==> src/flywheel_spinup_sequencer_unit_defines.svh <==
// ----------------------------------------------------------------------------
// Flywheel spin-up sequencer assertion macros
// Shared concurrent assertion forms for the sequencer RTL.
// ----------------------------------------------------------------------------
`ifndef FLYWHEEL_SPINUP_SEQUENCER_UNIT_DEFINES_SVH
`define FLYWHEEL_SPINUP_SEQUENCER_UNIT_DEFINES_SVH

// Same-cycle implication, checked outside reset.
`define FSS_ASSERT_SAME(label, clk, rst_n, ante, cons, msg) \
  label: assert property (@(posedge clk) disable iff (!rst_n) (ante) |-> (cons)) \
    else $error(msg);

// Next-cycle implication, checked outside reset.
`define FSS_ASSERT_NEXT(label, clk, rst_n, ante, cons, msg) \
  label: assert property (@(posedge clk) disable iff (!rst_n) (ante) |=> (cons)) \
    else $error(msg);

`endif

==> src/fss_pkg.sv <==
// ----------------------------------------------------------------------------
// fss_pkg
// Types and constants shared by the flywheel spin-up sequencer modules.
// ----------------------------------------------------------------------------
`timescale 1ns / 1ps

package fss_pkg;

  localparam int unsigned APB_ADDR_W = 4;
  localparam int unsigned APB_DATA_W = 32;

  // Register map, word index = paddr[3:2]
  typedef enum logic [1:0] {
    REG_START_MODE = 2'd0,
    REG_ON_PULSE   = 2'd1,
    REG_SPIN_DELAY = 2'd2,
    REG_RANGE_HOLD = 2'd3
  } reg_idx_e;

  // Input word kinds, carried on tuser
  typedef enum logic [1:0] {
    KIND_TICK   = 2'd0,
    KIND_ENABLE = 2'd1,
    KIND_STICK  = 2'd2,
    KIND_START  = 2'd3
  } kind_e;

  // Start sequences selected by the start_mode register
  typedef enum logic [1:0] {
    START_NORMAL = 2'd0,
    START_RANGE  = 2'd1,
    START_MANUAL = 2'd2,
    START_NONE   = 2'd3
  } start_mode_e;

  // Shooter status codes
  typedef enum logic [1:0] {
    SHOOTER_OTHER   = 2'd0,
    SHOOTER_READY   = 2'd1,
    SHOOTER_RUNNING = 2'd2,
    SHOOTER_SPARE   = 2'd3
  } shooter_e;

  localparam logic [1:0]  START_MODE_RST = 2'd0;
  localparam logic [10:0] ON_PULSE_RST   = 11'd1500;
  localparam logic [11:0] SPIN_DELAY_RST = 12'd500;
  localparam logic [11:0] RANGE_HOLD_RST = 12'd2000;

  localparam logic [10:0] PULSE_MIN  = 11'd1000;
  localparam logic [10:0] PULSE_MAX  = 11'd2000;
  localparam logic [10:0] STICK_LOW  = 11'd1024;
  localparam logic [10:0] STICK_HIGH = 11'd1684;
  // floor(x * 1000 / 660) == (x * STICK_RECIP) >> STICK_SHIFT for x in 0..660
  localparam logic [21:0] STICK_RECIP = 22'd3177550;
  localparam int unsigned STICK_SHIFT = 21;

  typedef struct packed {
    logic [1:0]  start_mode;
    logic [10:0] on_pulse_us;
    logic [11:0] spin_delay_ms;
    logic [11:0] range_hold_ms;
  } cfg_t;

  typedef struct packed {
    logic [1:0]  kind;
    logic        enable_request;
    logic [10:0] stick_value;
    logic [1:0]  shooter_status;
  } item_t;

  typedef struct packed {
    logic [10:0] pulse_us;
    logic        laser_en;
    logic        fire_req;
    logic        fire_halt;
    logic [2:0]  wheel_state;
  } result_t;

endpackage

==> src/fss_regs.sv <==
// ----------------------------------------------------------------------------
// fss_regs
// APB configuration registers of the flywheel spin-up sequencer.
// ----------------------------------------------------------------------------
`timescale 1ns / 1ps

module fss_regs (
  input  logic                            clk_i,
  input  logic                            rst_ni,
  input  logic                            psel,
  input  logic                            penable,
  input  logic                            pwrite,
  input  logic [fss_pkg::APB_ADDR_W-1:0]  paddr,
  input  logic [fss_pkg::APB_DATA_W-1:0]  pwdata,
  output logic [fss_pkg::APB_DATA_W-1:0]  prdata,
  output logic                            pready,
  output fss_pkg::cfg_t                   cfg_o
);
  import fss_pkg::*;

  cfg_t     cfg_q;
  logic     wr_en;
  reg_idx_e idx;

  assign pready = 1'b1;
  assign wr_en  = psel & penable & pwrite & pready;
  assign idx    = reg_idx_e'(paddr[3:2]);

  always_ff @(posedge clk_i or negedge rst_ni) begin
    if (!rst_ni) begin
      cfg_q.start_mode    <= START_MODE_RST;
      cfg_q.on_pulse_us   <= ON_PULSE_RST;
      cfg_q.spin_delay_ms <= SPIN_DELAY_RST;
      cfg_q.range_hold_ms <= RANGE_HOLD_RST;
    end else if (wr_en) begin
      case (idx)
        REG_START_MODE: cfg_q.start_mode    <= pwdata[1:0];
        REG_ON_PULSE:   cfg_q.on_pulse_us   <= pwdata[10:0];
        REG_SPIN_DELAY: cfg_q.spin_delay_ms <= pwdata[11:0];
        REG_RANGE_HOLD: cfg_q.range_hold_ms <= pwdata[11:0];
        default: ;
      endcase
    end
  end

  always_comb begin
    prdata = '0;
    case (idx)
      REG_START_MODE: prdata = {30'd0, cfg_q.start_mode};
      REG_ON_PULSE:   prdata = {21'd0, cfg_q.on_pulse_us};
      REG_SPIN_DELAY: prdata = {20'd0, cfg_q.spin_delay_ms};
      REG_RANGE_HOLD: prdata = {20'd0, cfg_q.range_hold_ms};
      default:        prdata = '0;
    endcase
  end

  assign cfg_o = cfg_q;

endmodule

==> src/fss_core.sv <==
// ----------------------------------------------------------------------------
// fss_core
// Sequencer state and single-pass next-state logic for one word.
// ----------------------------------------------------------------------------
`timescale 1ns / 1ps
`include "flywheel_spinup_sequencer_unit_defines.svh"

module fss_core (
  input  logic             clk_i,
  input  logic             rst_ni,
  input  logic             step_i,
  input  fss_pkg::item_t   item_i,
  input  fss_pkg::cfg_t    cfg_i,
  output fss_pkg::result_t result_o
);
  import fss_pkg::*;

  typedef enum logic [2:0] {
    ST_PREPARE     = 3'd0,
    ST_OFF         = 3'd1,
    ST_TURNING_ON  = 3'd2,
    ST_ON          = 3'd3,
    ST_TURNING_OFF = 3'd4,
    ST_CALIBRATING = 3'd5,
    ST_MANUAL      = 3'd6
  } wheel_state_e;

  wheel_state_e state_q, state_d;
  logic [11:0]  count_q, count_d;
  logic         phase_q, phase_d;
  logic [10:0]  pulse_q, pulse_d;
  logic         laser_q, laser_d;
  logic         start_pls, stop_pls;

  logic         expire;
  logic [11:0]  count_dec;
  logic [10:0]  stick_clamp;
  logic [9:0]   stick_off;
  logic [31:0]  stick_prod;
  logic [10:0]  manual_pulse;

  // Countdown: a value of zero or one expires on this tick
  assign expire    = (count_q <= 12'd1);
  assign count_dec = expire ? 12'd0 : count_q - 12'd1;

  // Stick map: clamp, offset, scale by 1000/660 through a reciprocal
  always_comb begin
    if (item_i.stick_value > STICK_HIGH) begin
      stick_clamp = STICK_HIGH;
    end else if (item_i.stick_value < STICK_LOW) begin
      stick_clamp = STICK_LOW;
    end else begin
      stick_clamp = item_i.stick_value;
    end
  end
  assign stick_off    = 10'(stick_clamp - STICK_LOW);
  assign stick_prod   = {22'd0, stick_off} * {10'd0, STICK_RECIP};
  assign manual_pulse = PULSE_MIN + stick_prod[STICK_SHIFT +: 11];

  always_comb begin
    state_d   = state_q;
    count_d   = count_q;
    phase_d   = phase_q;
    pulse_d   = pulse_q;
    laser_d   = laser_q;
    start_pls = 1'b0;
    stop_pls  = 1'b0;
    case (kind_e'(item_i.kind))
      KIND_TICK: begin
        case (state_q)
          ST_TURNING_ON: begin
            count_d = count_dec;
            if (expire) begin
              state_d   = ST_ON;
              start_pls = (item_i.shooter_status == SHOOTER_READY);
            end
          end
          ST_TURNING_OFF: begin
            count_d = count_dec;
            if (expire) begin
              state_d = ST_OFF;
              pulse_d = PULSE_MIN;
            end
          end
          ST_CALIBRATING: begin
            count_d = count_dec;
            if (expire) begin
              pulse_d = PULSE_MIN;
              if (!phase_q) begin
                phase_d = 1'b1;
                count_d = cfg_i.range_hold_ms;
              end else begin
                phase_d = 1'b0;
                state_d = ST_OFF;
              end
            end
          end
          default: ;
        endcase
      end
      KIND_ENABLE: begin
        if (item_i.enable_request && state_q == ST_OFF) begin
          state_d = ST_TURNING_ON;
          pulse_d = cfg_i.on_pulse_us;
          laser_d = 1'b1;
          count_d = cfg_i.spin_delay_ms;
        end else if (!item_i.enable_request &&
                     (state_q == ST_ON || state_q == ST_TURNING_ON)) begin
          state_d  = ST_TURNING_OFF;
          laser_d  = 1'b0;
          stop_pls = (item_i.shooter_status == SHOOTER_RUNNING);
          count_d  = cfg_i.spin_delay_ms;
        end
      end
      KIND_STICK: begin
        if (state_q == ST_MANUAL) begin
          pulse_d = manual_pulse;
        end
      end
      KIND_START: begin
        if (state_q == ST_PREPARE) begin
          case (start_mode_e'(cfg_i.start_mode))
            START_NORMAL: begin
              pulse_d = PULSE_MIN;
              state_d = ST_OFF;
            end
            START_RANGE: begin
              pulse_d = PULSE_MAX;
              phase_d = 1'b0;
              count_d = cfg_i.range_hold_ms;
              state_d = ST_CALIBRATING;
            end
            START_MANUAL: state_d = ST_MANUAL;
            default: ;
          endcase
        end
      end
      default: ;
    endcase
  end

  always_ff @(posedge clk_i or negedge rst_ni) begin
    if (!rst_ni) begin
      state_q <= ST_PREPARE;
      count_q <= '0;
      phase_q <= 1'b0;
      pulse_q <= '0;
      laser_q <= 1'b0;
    end else if (step_i) begin
      state_q <= state_d;
      count_q <= count_d;
      phase_q <= phase_d;
      pulse_q <= pulse_d;
      laser_q <= laser_d;
    end
  end

  assign result_o.pulse_us    = pulse_d;
  assign result_o.laser_en    = laser_d;
  assign result_o.fire_req    = start_pls;
  assign result_o.fire_halt   = stop_pls;
  assign result_o.wheel_state = state_d;

  // Laser follows the spinning states exactly
  `FSS_ASSERT_SAME(a_laser_state, clk_i, rst_ni, 1'b1,
    laser_q == (state_q == ST_TURNING_ON || state_q == ST_ON),
    "laser level out of step with wheel state")
  // Countdown runs only in the timed states
  `FSS_ASSERT_SAME(a_count_idle, clk_i, rst_ni,
    (state_q == ST_PREPARE || state_q == ST_OFF || state_q == ST_ON ||
     state_q == ST_MANUAL),
    count_q == 12'd0, "countdown left pending outside a timed state")
  // A shooter start pulse lands the wheels in on
  `FSS_ASSERT_NEXT(a_start_on, clk_i, rst_ni, step_i && start_pls,
    state_q == ST_ON, "shooter start without reaching on")
  // A shooter stop pulse only comes with the turn-off command
  `FSS_ASSERT_NEXT(a_stop_off, clk_i, rst_ni, step_i && stop_pls,
    state_q == ST_TURNING_OFF && !laser_q, "shooter stop outside turn-off")

endmodule

==> src/flywheel_spinup_sequencer_unit.sv <==
// Flywheel spin-up sequencer for a pair of ESC-driven flywheel motors.
// Input stream (s_axis_*): one word per event; tuser carries the kind
// (tick, enable command, stick value, start) and tdata its arguments.
// Output stream (m_axis_*): exactly one result word per input word, in order,
// giving the shared pulse width, laser level, shooter start/stop pulses and
// the wheel state.
// APB port: four configuration registers at byte addresses 0, 4, 8, 12; write
// them only while no word is in flight.
// Path: each word passes the input register, then the result register.
// Throughput: one word per cycle while m_axis_tready is high, set by the
// single next-state pass in fss_core.
// Reset: the wheels wait in prepare with pulse 0 and laser off; registers
// return to normal mode, 1500 us, 500 ms and 2000 ms.
// Stall: when m_axis_tready is low the result register holds, the input
// register fills, and s_axis_tready drops only once both are occupied.
`timescale 1ns / 1ps

// ----------------------------------------------------------------------------
// flywheel_spinup_sequencer_unit
// Top level: stream registers around the sequencer core plus APB registers.
// ----------------------------------------------------------------------------
module flywheel_spinup_sequencer_unit (
  input  logic                            clk_i,
  input  logic                            rst_ni,
  // input stream
  input  logic                            s_axis_tvalid,
  output logic                            s_axis_tready,
  input  logic [15:0]                     s_axis_tdata,  // enable_request[0],
                                                         // stick_value[11:1],
                                                         // shooter_status[13:12], zero pad
  input  logic [1:0]                      s_axis_tuser,  // kind
  // output stream
  output logic                            m_axis_tvalid,
  input  logic                            m_axis_tready,
  output logic [23:0]                     m_axis_tdata,  // pulse_us[10:0], laser_en[11],
                                                         // fire_req[12],
                                                         // fire_halt[13],
                                                         // wheel_state[16:14], zero pad
  // configuration
  input  logic                            psel,
  input  logic                            penable,
  input  logic                            pwrite,
  input  logic [fss_pkg::APB_ADDR_W-1:0]  paddr,
  input  logic [fss_pkg::APB_DATA_W-1:0]  pwdata,
  output logic [fss_pkg::APB_DATA_W-1:0]  prdata,
  output logic                            pready
);
  import fss_pkg::*;

  cfg_t    cfg;
  item_t   in_item_q;
  logic    in_valid_q, in_valid_d;
  result_t core_res;
  result_t out_res_q;
  logic    out_valid_q, out_valid_d;
  logic    advance;
  logic    in_take;

  fss_regs u_regs (
    .clk_i   (clk_i),
    .rst_ni  (rst_ni),
    .psel    (psel),
    .penable (penable),
    .pwrite  (pwrite),
    .paddr   (paddr),
    .pwdata  (pwdata),
    .prdata  (prdata),
    .pready  (pready),
    .cfg_o   (cfg)
  );

  // Move the held word through the core when the result slot is free
  assign advance       = in_valid_q & (~out_valid_q | m_axis_tready);
  assign s_axis_tready = ~in_valid_q | advance;
  assign in_take       = s_axis_tvalid & s_axis_tready;

  assign in_valid_d  = in_take | (in_valid_q & ~advance);
  assign out_valid_d = advance | (out_valid_q & ~m_axis_tready);

  always_ff @(posedge clk_i or negedge rst_ni) begin
    if (!rst_ni) begin
      in_valid_q  <= 1'b0;
      out_valid_q <= 1'b0;
    end else begin
      in_valid_q  <= in_valid_d;
      out_valid_q <= out_valid_d;
    end
  end

  // Payload registers: capture on take, no reset needed
  always_ff @(posedge clk_i) begin
    if (in_take) begin
      in_item_q.kind           <= s_axis_tuser;
      in_item_q.enable_request <= s_axis_tdata[0];
      in_item_q.stick_value    <= s_axis_tdata[11:1];
      in_item_q.shooter_status <= s_axis_tdata[13:12];
    end
    if (advance) begin
      out_res_q <= core_res;
    end
  end

  fss_core u_core (
    .clk_i    (clk_i),
    .rst_ni   (rst_ni),
    .step_i   (advance),
    .item_i   (in_item_q),
    .cfg_i    (cfg),
    .result_o (core_res)
  );

  assign m_axis_tvalid = out_valid_q;
  assign m_axis_tdata  = {7'd0, out_res_q.wheel_state, out_res_q.fire_halt,
                          out_res_q.fire_req, out_res_q.laser_en,
                          out_res_q.pulse_us};

endmodule

==> config.mk <==
export PLATFORM = sky130hd
export DESIGN_NAME = flywheel_spinup_sequencer_unit
export DESIGN_NICKNAME = d
export VERILOG_FILES = /design/src/fss_pkg.sv /design/src/fss_regs.sv /design/src/fss_core.sv /design/src/flywheel_spinup_sequencer_unit.sv
export VERILOG_INCLUDE_DIRS = /design/src /design/src/src
export SDC_FILE = /design/constraint.sdc
export NUM_CORES = 1
export LEC_CHECK = 0
export BUFFER_PORTS_ARGS = -buffer_cell sky130_fd_sc_hd__buf_2
export CORE_MARGIN = 3
export CORE_UTILIZATION = 42
export DETAILED_ROUTE_END_ITERATION = 10
export PLACE_DENSITY = 0.67
export SLEW_MARGIN = 15
export SYNTH_ARGS = -nofsm -noshare
export SYNTH_HDL_FRONTEND = slang
export SYNTH_SLANG_ARGS = --single-unit
==> constraint.sdc <==
create_clock -name clk_i -period 12.2 [get_ports clk_i]
set_input_delay 1.22 -clock clk_i [delete_from_list [all_inputs] [get_ports clk_i]]
set_output_delay 1.22 -clock clk_i [all_outputs]
set_load 0.005 [all_outputs]
After elaboration in Yosys (flattened, before gate mapping). Cells that the tools add are included. Widths: inputs -> output; s select.

Bits in registers: 100. Bits of input ports: 61. Output and inout port bits: 59. Logic and storage cells: 123.

$add $sub $neg: 3. $mul: 1. Magnitude comparators: 3. Eq/ne operators: 22. Muxes and demuxes: 38. Bitwise operators: 16. Reductions and logical operators: 20.

Operator list (number): $pmux 32 s4 (1); $mux 12 (7); $mux 11 (5); $pmux 11 s4 (1); $pmux 12 s3 (1); $mul 10x21->31 const B (1); $pmux 3 s3 (3); $pmux 12 s2 (1); $pmux 11 s2 (1); $mux 3 (7); $mux 10 (2); $eq 2x2->1 const B (6); $le 12x1->1 const B (1); $reduce_and 6->1 (2); $sub 12x1->12 const B (1); $add 10x11->11 const A (1); $gt 11x11->1 const B (1); $lt 11x11->1 const B (1); $sub 10x1->10 const B (1); $eq 3x3->1 const B (3); $eq 2x1->1 const B (4); $mux 1 (8); $reduce_and 2->1 (4); $and 1x1->1 (6); 19 further kinds (34).

Depth between registers and ports, before layout.
Depth after elaboration: 8. Mapped depth: 29. Gate-level depth less buffers: 29.

Modules after synthesis. From an unflattened synthesis, not the netlist that was laid out.

Cells, all modules: 890. Area, all modules: 8979.9 µm².

By module, submodules not included: fss_core (instances 1, cells each 708, area an instance 5838.1 µm², sequential area each 700.7 µm²); fss_regs (instances 1, cells each 133, area an instance 1990.7 µm², sequential area each 949.7 µm²); flywheel_spinup_sequencer_unit (instances 1, cells each 49, area an instance 1151.1 µm², sequential area each 1041.0 µm²).

Worst setup path before layout. Ideal clock, no wire load.

Path kind: register to register. From: register in_item_q[5] in the netlist's numbering. To: register u_core.pulse_q[9]. Library setup time: 0.125 ns. Arrival: 6.372 ns. Data required time: 12.075 ns. Path slack: 5.703 ns. Stages on the path, launching flop included: 26. Buffers on the path: 0. Clock period less this slack: 6.497 ns. Cells stage by stage: edfxtp_1 -> nor4b_1 -> o21ai_0 -> a21oi_1 -> nor2b_1 -> a21o_1 -> fa_1 -> ha_1 -> inv_1 -> fa_1 -> inv_1 -> fa_1 -> ha_1 -> ha_1 -> nand3_2 -> nor4_1 -> and4_1 -> a22oi_1 -> a21oi_1 -> mux2i_2 -> ha_1 -> a21o_1 -> o32ai_1 -> or3_1 -> a31o_2 -> mux2_2.

RTL lines: start, declared (RTL line flywheel_spinup_sequencer_unit.sv:51) `item_t in_item_q;`; end signal, assigned (RTL line fss_core.sv:153) `pulse_q <= pulse_d;`; end, declared (RTL line fss_core.sv:31) `logic [10:0] pulse_q, pulse_d;`.

==> impl_results.md <==
* Status: finished clean
* Comb power frac at 0.514
* Clk_lat worst skew at 0.35 ns
* Register area at approximately 0.0027 mm^2
* Peak VDD IR at approximately 0.093 mV
* # IOs at 120
* # nets final at about 1,200
* Synth warn at 0
* Initial antenna violation count at 0
* First-pass GRT wire length at between 30,000 and 40,000 um
* Final Skew at 0.00956 ns
* I/O Buffers at 67
* Clock power frac at 0.174
* Max-cap viol count at 0
* Reg power frac at 0.312
* Vias in the first global route at 6,777
* Number of synthesized register bits at 100
* Vias/cell at ~5.4
* Sequential share of the synthesized area at 0.300
* Final setup TNS at 0 ns
* GRT Resource Usage Total at 0.182
* Die area at ~0.023 mm^2
* Met3 GRT Util at 0.0173
* Core area at 0.0206 mm^2
* Period utilization at 0.618
* RD Place Congestion at between 0.8 and 0.9
* Post-synth top area share at 0.134
* Leak at around 0.0047 uW
* Via count at between 6,000 and 7,000
* CP endpoint kind: flop
* ANT cells at 0
* Met2 Usage GRT at 0.316
* Post-CTS setup buffers at 0
* PD cells at around 170 mW/mm^2
* CP required at between 10 and 15 ns
* Clock Tree Buf Depth at 2
* Filler instances at between 1,500 and 2,000
* Distinct cell type count after synthesis at 80
* Asr flop ratio synth at 0.670
* Data arrival, critical path at 7.77 ns
* Largest net degree at the start of global routing at just under 70
* Drt wl/cell at roughly 17 um
* GR peak layer: met2
* Top cells by area, synth: dfrtp_1 13%, ha_1 13%, edfxtp_1 11%
* Mapped Cells at 926
* Tmin final at 7.53 ns
* Post-CTS Hold Buffers at 0
* RSZ-0062 raised after global routing: no
* Max Freq at approximately 130 MHz
* Number of remaining DRC errors at 0
* Cts bufs inserted at 9
* Fraction of layout cells with a size suffix above 1 at 0.192
* Synth Cell Area at about 0.0090 mm^2
* Die Span Y at between 150 and 200 um
* Hpwl dp at approximately 17,000 um
* Slew @ Worst Pin at 1.06 ns
* 1st-iter DRT viols at between 400 and 500
* Area of the multi-input gates at 0.00565 mm^2
* Final Util at 0.474
* Final Hold Fails at 0
* Post-synthesis average cell area at 9.68 um^2
* GR Util met1 at 0.247
* Row count at 52
* Synth Flop Type: dfrtp_1
* Pre-CTS setup slack at 4.75 ns
* H-Tree Depth at 3
* Switching power at 736 uW
* Worst-path maximum fanout at 6
* Post-synth EDFFs at 33
* Critical path type: reg2reg
* First-pass detailed-route iteration total at 4
* Routed Antenna Nets at 0
* Switch share at 0.431
* Starting Density at 0.435
* Post-cts sizing count at 0
* PnR worst setup slack at approximately 4.7 ns
* Final Max Slew Viols at 0
* CTS tree: built
* Cell Int Power at approximately 970 uW
* Sink Count at 100
* Hold WC Path Type: reg2reg
* Syn-to-layout area delta at 8.96%
* Final setup fails at 0
* Synth area leader: dfrtp_1
* Startpoint types: flop
* Slew margin rel. at 0.288
* Root buffer cell: clkbuf_16
* Die W at 152 um
* Remaining Overflow, GRT at 0
* Final WL at 21,200 um
* Worst-path clk slew at ~0.070 ns
==> synth_stat cells, types with 10 or more instances <==
cell type	number
xnor2_1	10
buf_4	29
dfstp_2	19
edfxtp_1	33
ha_1	95
nand3_1	21
a21oi_1	37
a22o_1	11
clkbuf_1	24
mux2_2	47
inv_1	107
a22oi_1	10
mux2i_1	20
fa_1	43
o21ai_0	67
a21o_1	11
nand2_1	93
nor2_1	40
dfrtp_1	48
==> worst max-delay path: stages (launching register included) <==
cell	delay (ns)
edfxtp_1	0.43
nor4b_1	0.38
o21ai_0	0.16
a21oi_1	0.16
nor2b_1	0.08
a21o_1	0.29
fa_1	0.60
ha_1	0.33
inv_1	0.06
fa_1	0.54
inv_1	0.06
fa_1	0.48
ha_1	0.34
ha_1	0.38
nand3_2	0.21
nor4_1	0.48
and4_1	0.25
a22oi_1	0.11
a21oi_1	0.30
mux2i_2	0.41
ha_1	0.24
a21o_1	0.17
o32ai_1	0.11
or3_1	0.32
a31o_2	0.26
mux2_2	0.26
==> per-layer routing <==
layer  vias to the layer above  routed length [um]
met4                         0                 363
met1                      3324                9810
met3                        23                 766
met5                         -                   0
met2                       153               10300
li1                       3297                   -
==> power by group through the flow <==
stage | clock network (uW) | registers (uW) | logic, uW
after floorplan | 0 | 498 | 675
after global placement | 0 | 533 | 859
after detailed placement | 0 | 536 | 868
after CTS | 303 | 530 | 877
after global routing | 315 | 543 | 993
final | 297 | 532 | 878
==> metrics by stage <==
step                area, um^2  std cells  power (uW)  hold WS (ns)
floorplan                 9070        953        1170         0.439
global placement          9460       1239        1390         0.452
detailed placement        9460       1239        1400         0.462
CTS                       9770       1255        1710         0.479
global route              9770       1255        1850         0.512
finish                    9770       1255        1710         0.484
==> layout by cell type (no fill, tap or decap), types with 11 or more instances in the layout <==
| master | count |
|---|---|
| fa_1 | 43 |
| a21o_1 | 11 |
| nand3_1 | 21 |
| dfstp_2 | 19 |
| buf_2 | 67 |
| a21oi_1 | 37 |
| conb_1 | 29 |
| mux2_2 | 47 |
| a22o_1 | 11 |
| ha_1 | 95 |
| nor2_1 | 40 |
| inv_1 | 108 |
| dfrtp_1 | 48 |
| o21ai_0 | 67 |
| nand2_1 | 93 |
| edfxtp_1 | 33 |
| mux2i_1 | 20 |
==> cell type report <==
| class | count | area share |
|---|---|---|
| tap | 270 | 0.0346 |
| clock inverter | 7 | 0.00820 |
| clock buffer | 9 | 0.0231 |
| inverter | 108 | 0.0415 |
| timing repair buffer | 73 | 0.0389 |
| multi-input combinational | 688 | 0.578 |
| sequential | 100 | 0.276 |
==> sequential cells by signal (all words and copies together) (netlist names) <==
name,cells
u_regs.cfg_o,37
in_valid_q,1
m_axis_tvalid,1
in_item_q,16
u_core.phase_q,1
u_core.count_q,12
u_core.pulse_q,11
u_core.state_q,3
m_axis_tdata,17
u_core.laser_q,1
==> cell families after synthesis <==
group,count (synthesis),share of synthesized area
AND/OR/NAND/NOR,230,0.125
AO/OA/AOI/OAI,202,0.155
buffers and inverters,165,0.0822
adder cells (fa/ha/maj),138,0.229
flip-flops,100,0.300
multiplexers,70,0.0879
XOR/XNOR,19,0.0201
other,2,0.000838
==> worst paths after layout <==
check	from	endpoint	slack, ns	cells after the start
max	in_item_q[2]$_DFFE_PP_	u_core.pulse_q[9]$_DFFE_PN0P_	4.67	25
min	u_core.pulse_q[4]$_DFFE_PN0P_	u_core.pulse_q[4]$_DFFE_PN0P_	0.48	2
max reg2reg	in_item_q[2]$_DFFE_PP_	u_core.pulse_q[9]$_DFFE_PN0P_	4.67	25
min reg2reg	u_core.pulse_q[4]$_DFFE_PN0P_	u_core.pulse_q[4]$_DFFE_PN0P_	0.48	2
max in group asynchronous	rst_ni	u_core.state_q[1]$_DFFE_PN0P_	10.53	2
min in group asynchronous	rst_ni	u_core.pulse_q[6]$_DFFE_PN0P_	1.06	2
No activity file was read; power rests on OpenSTA's default activity.
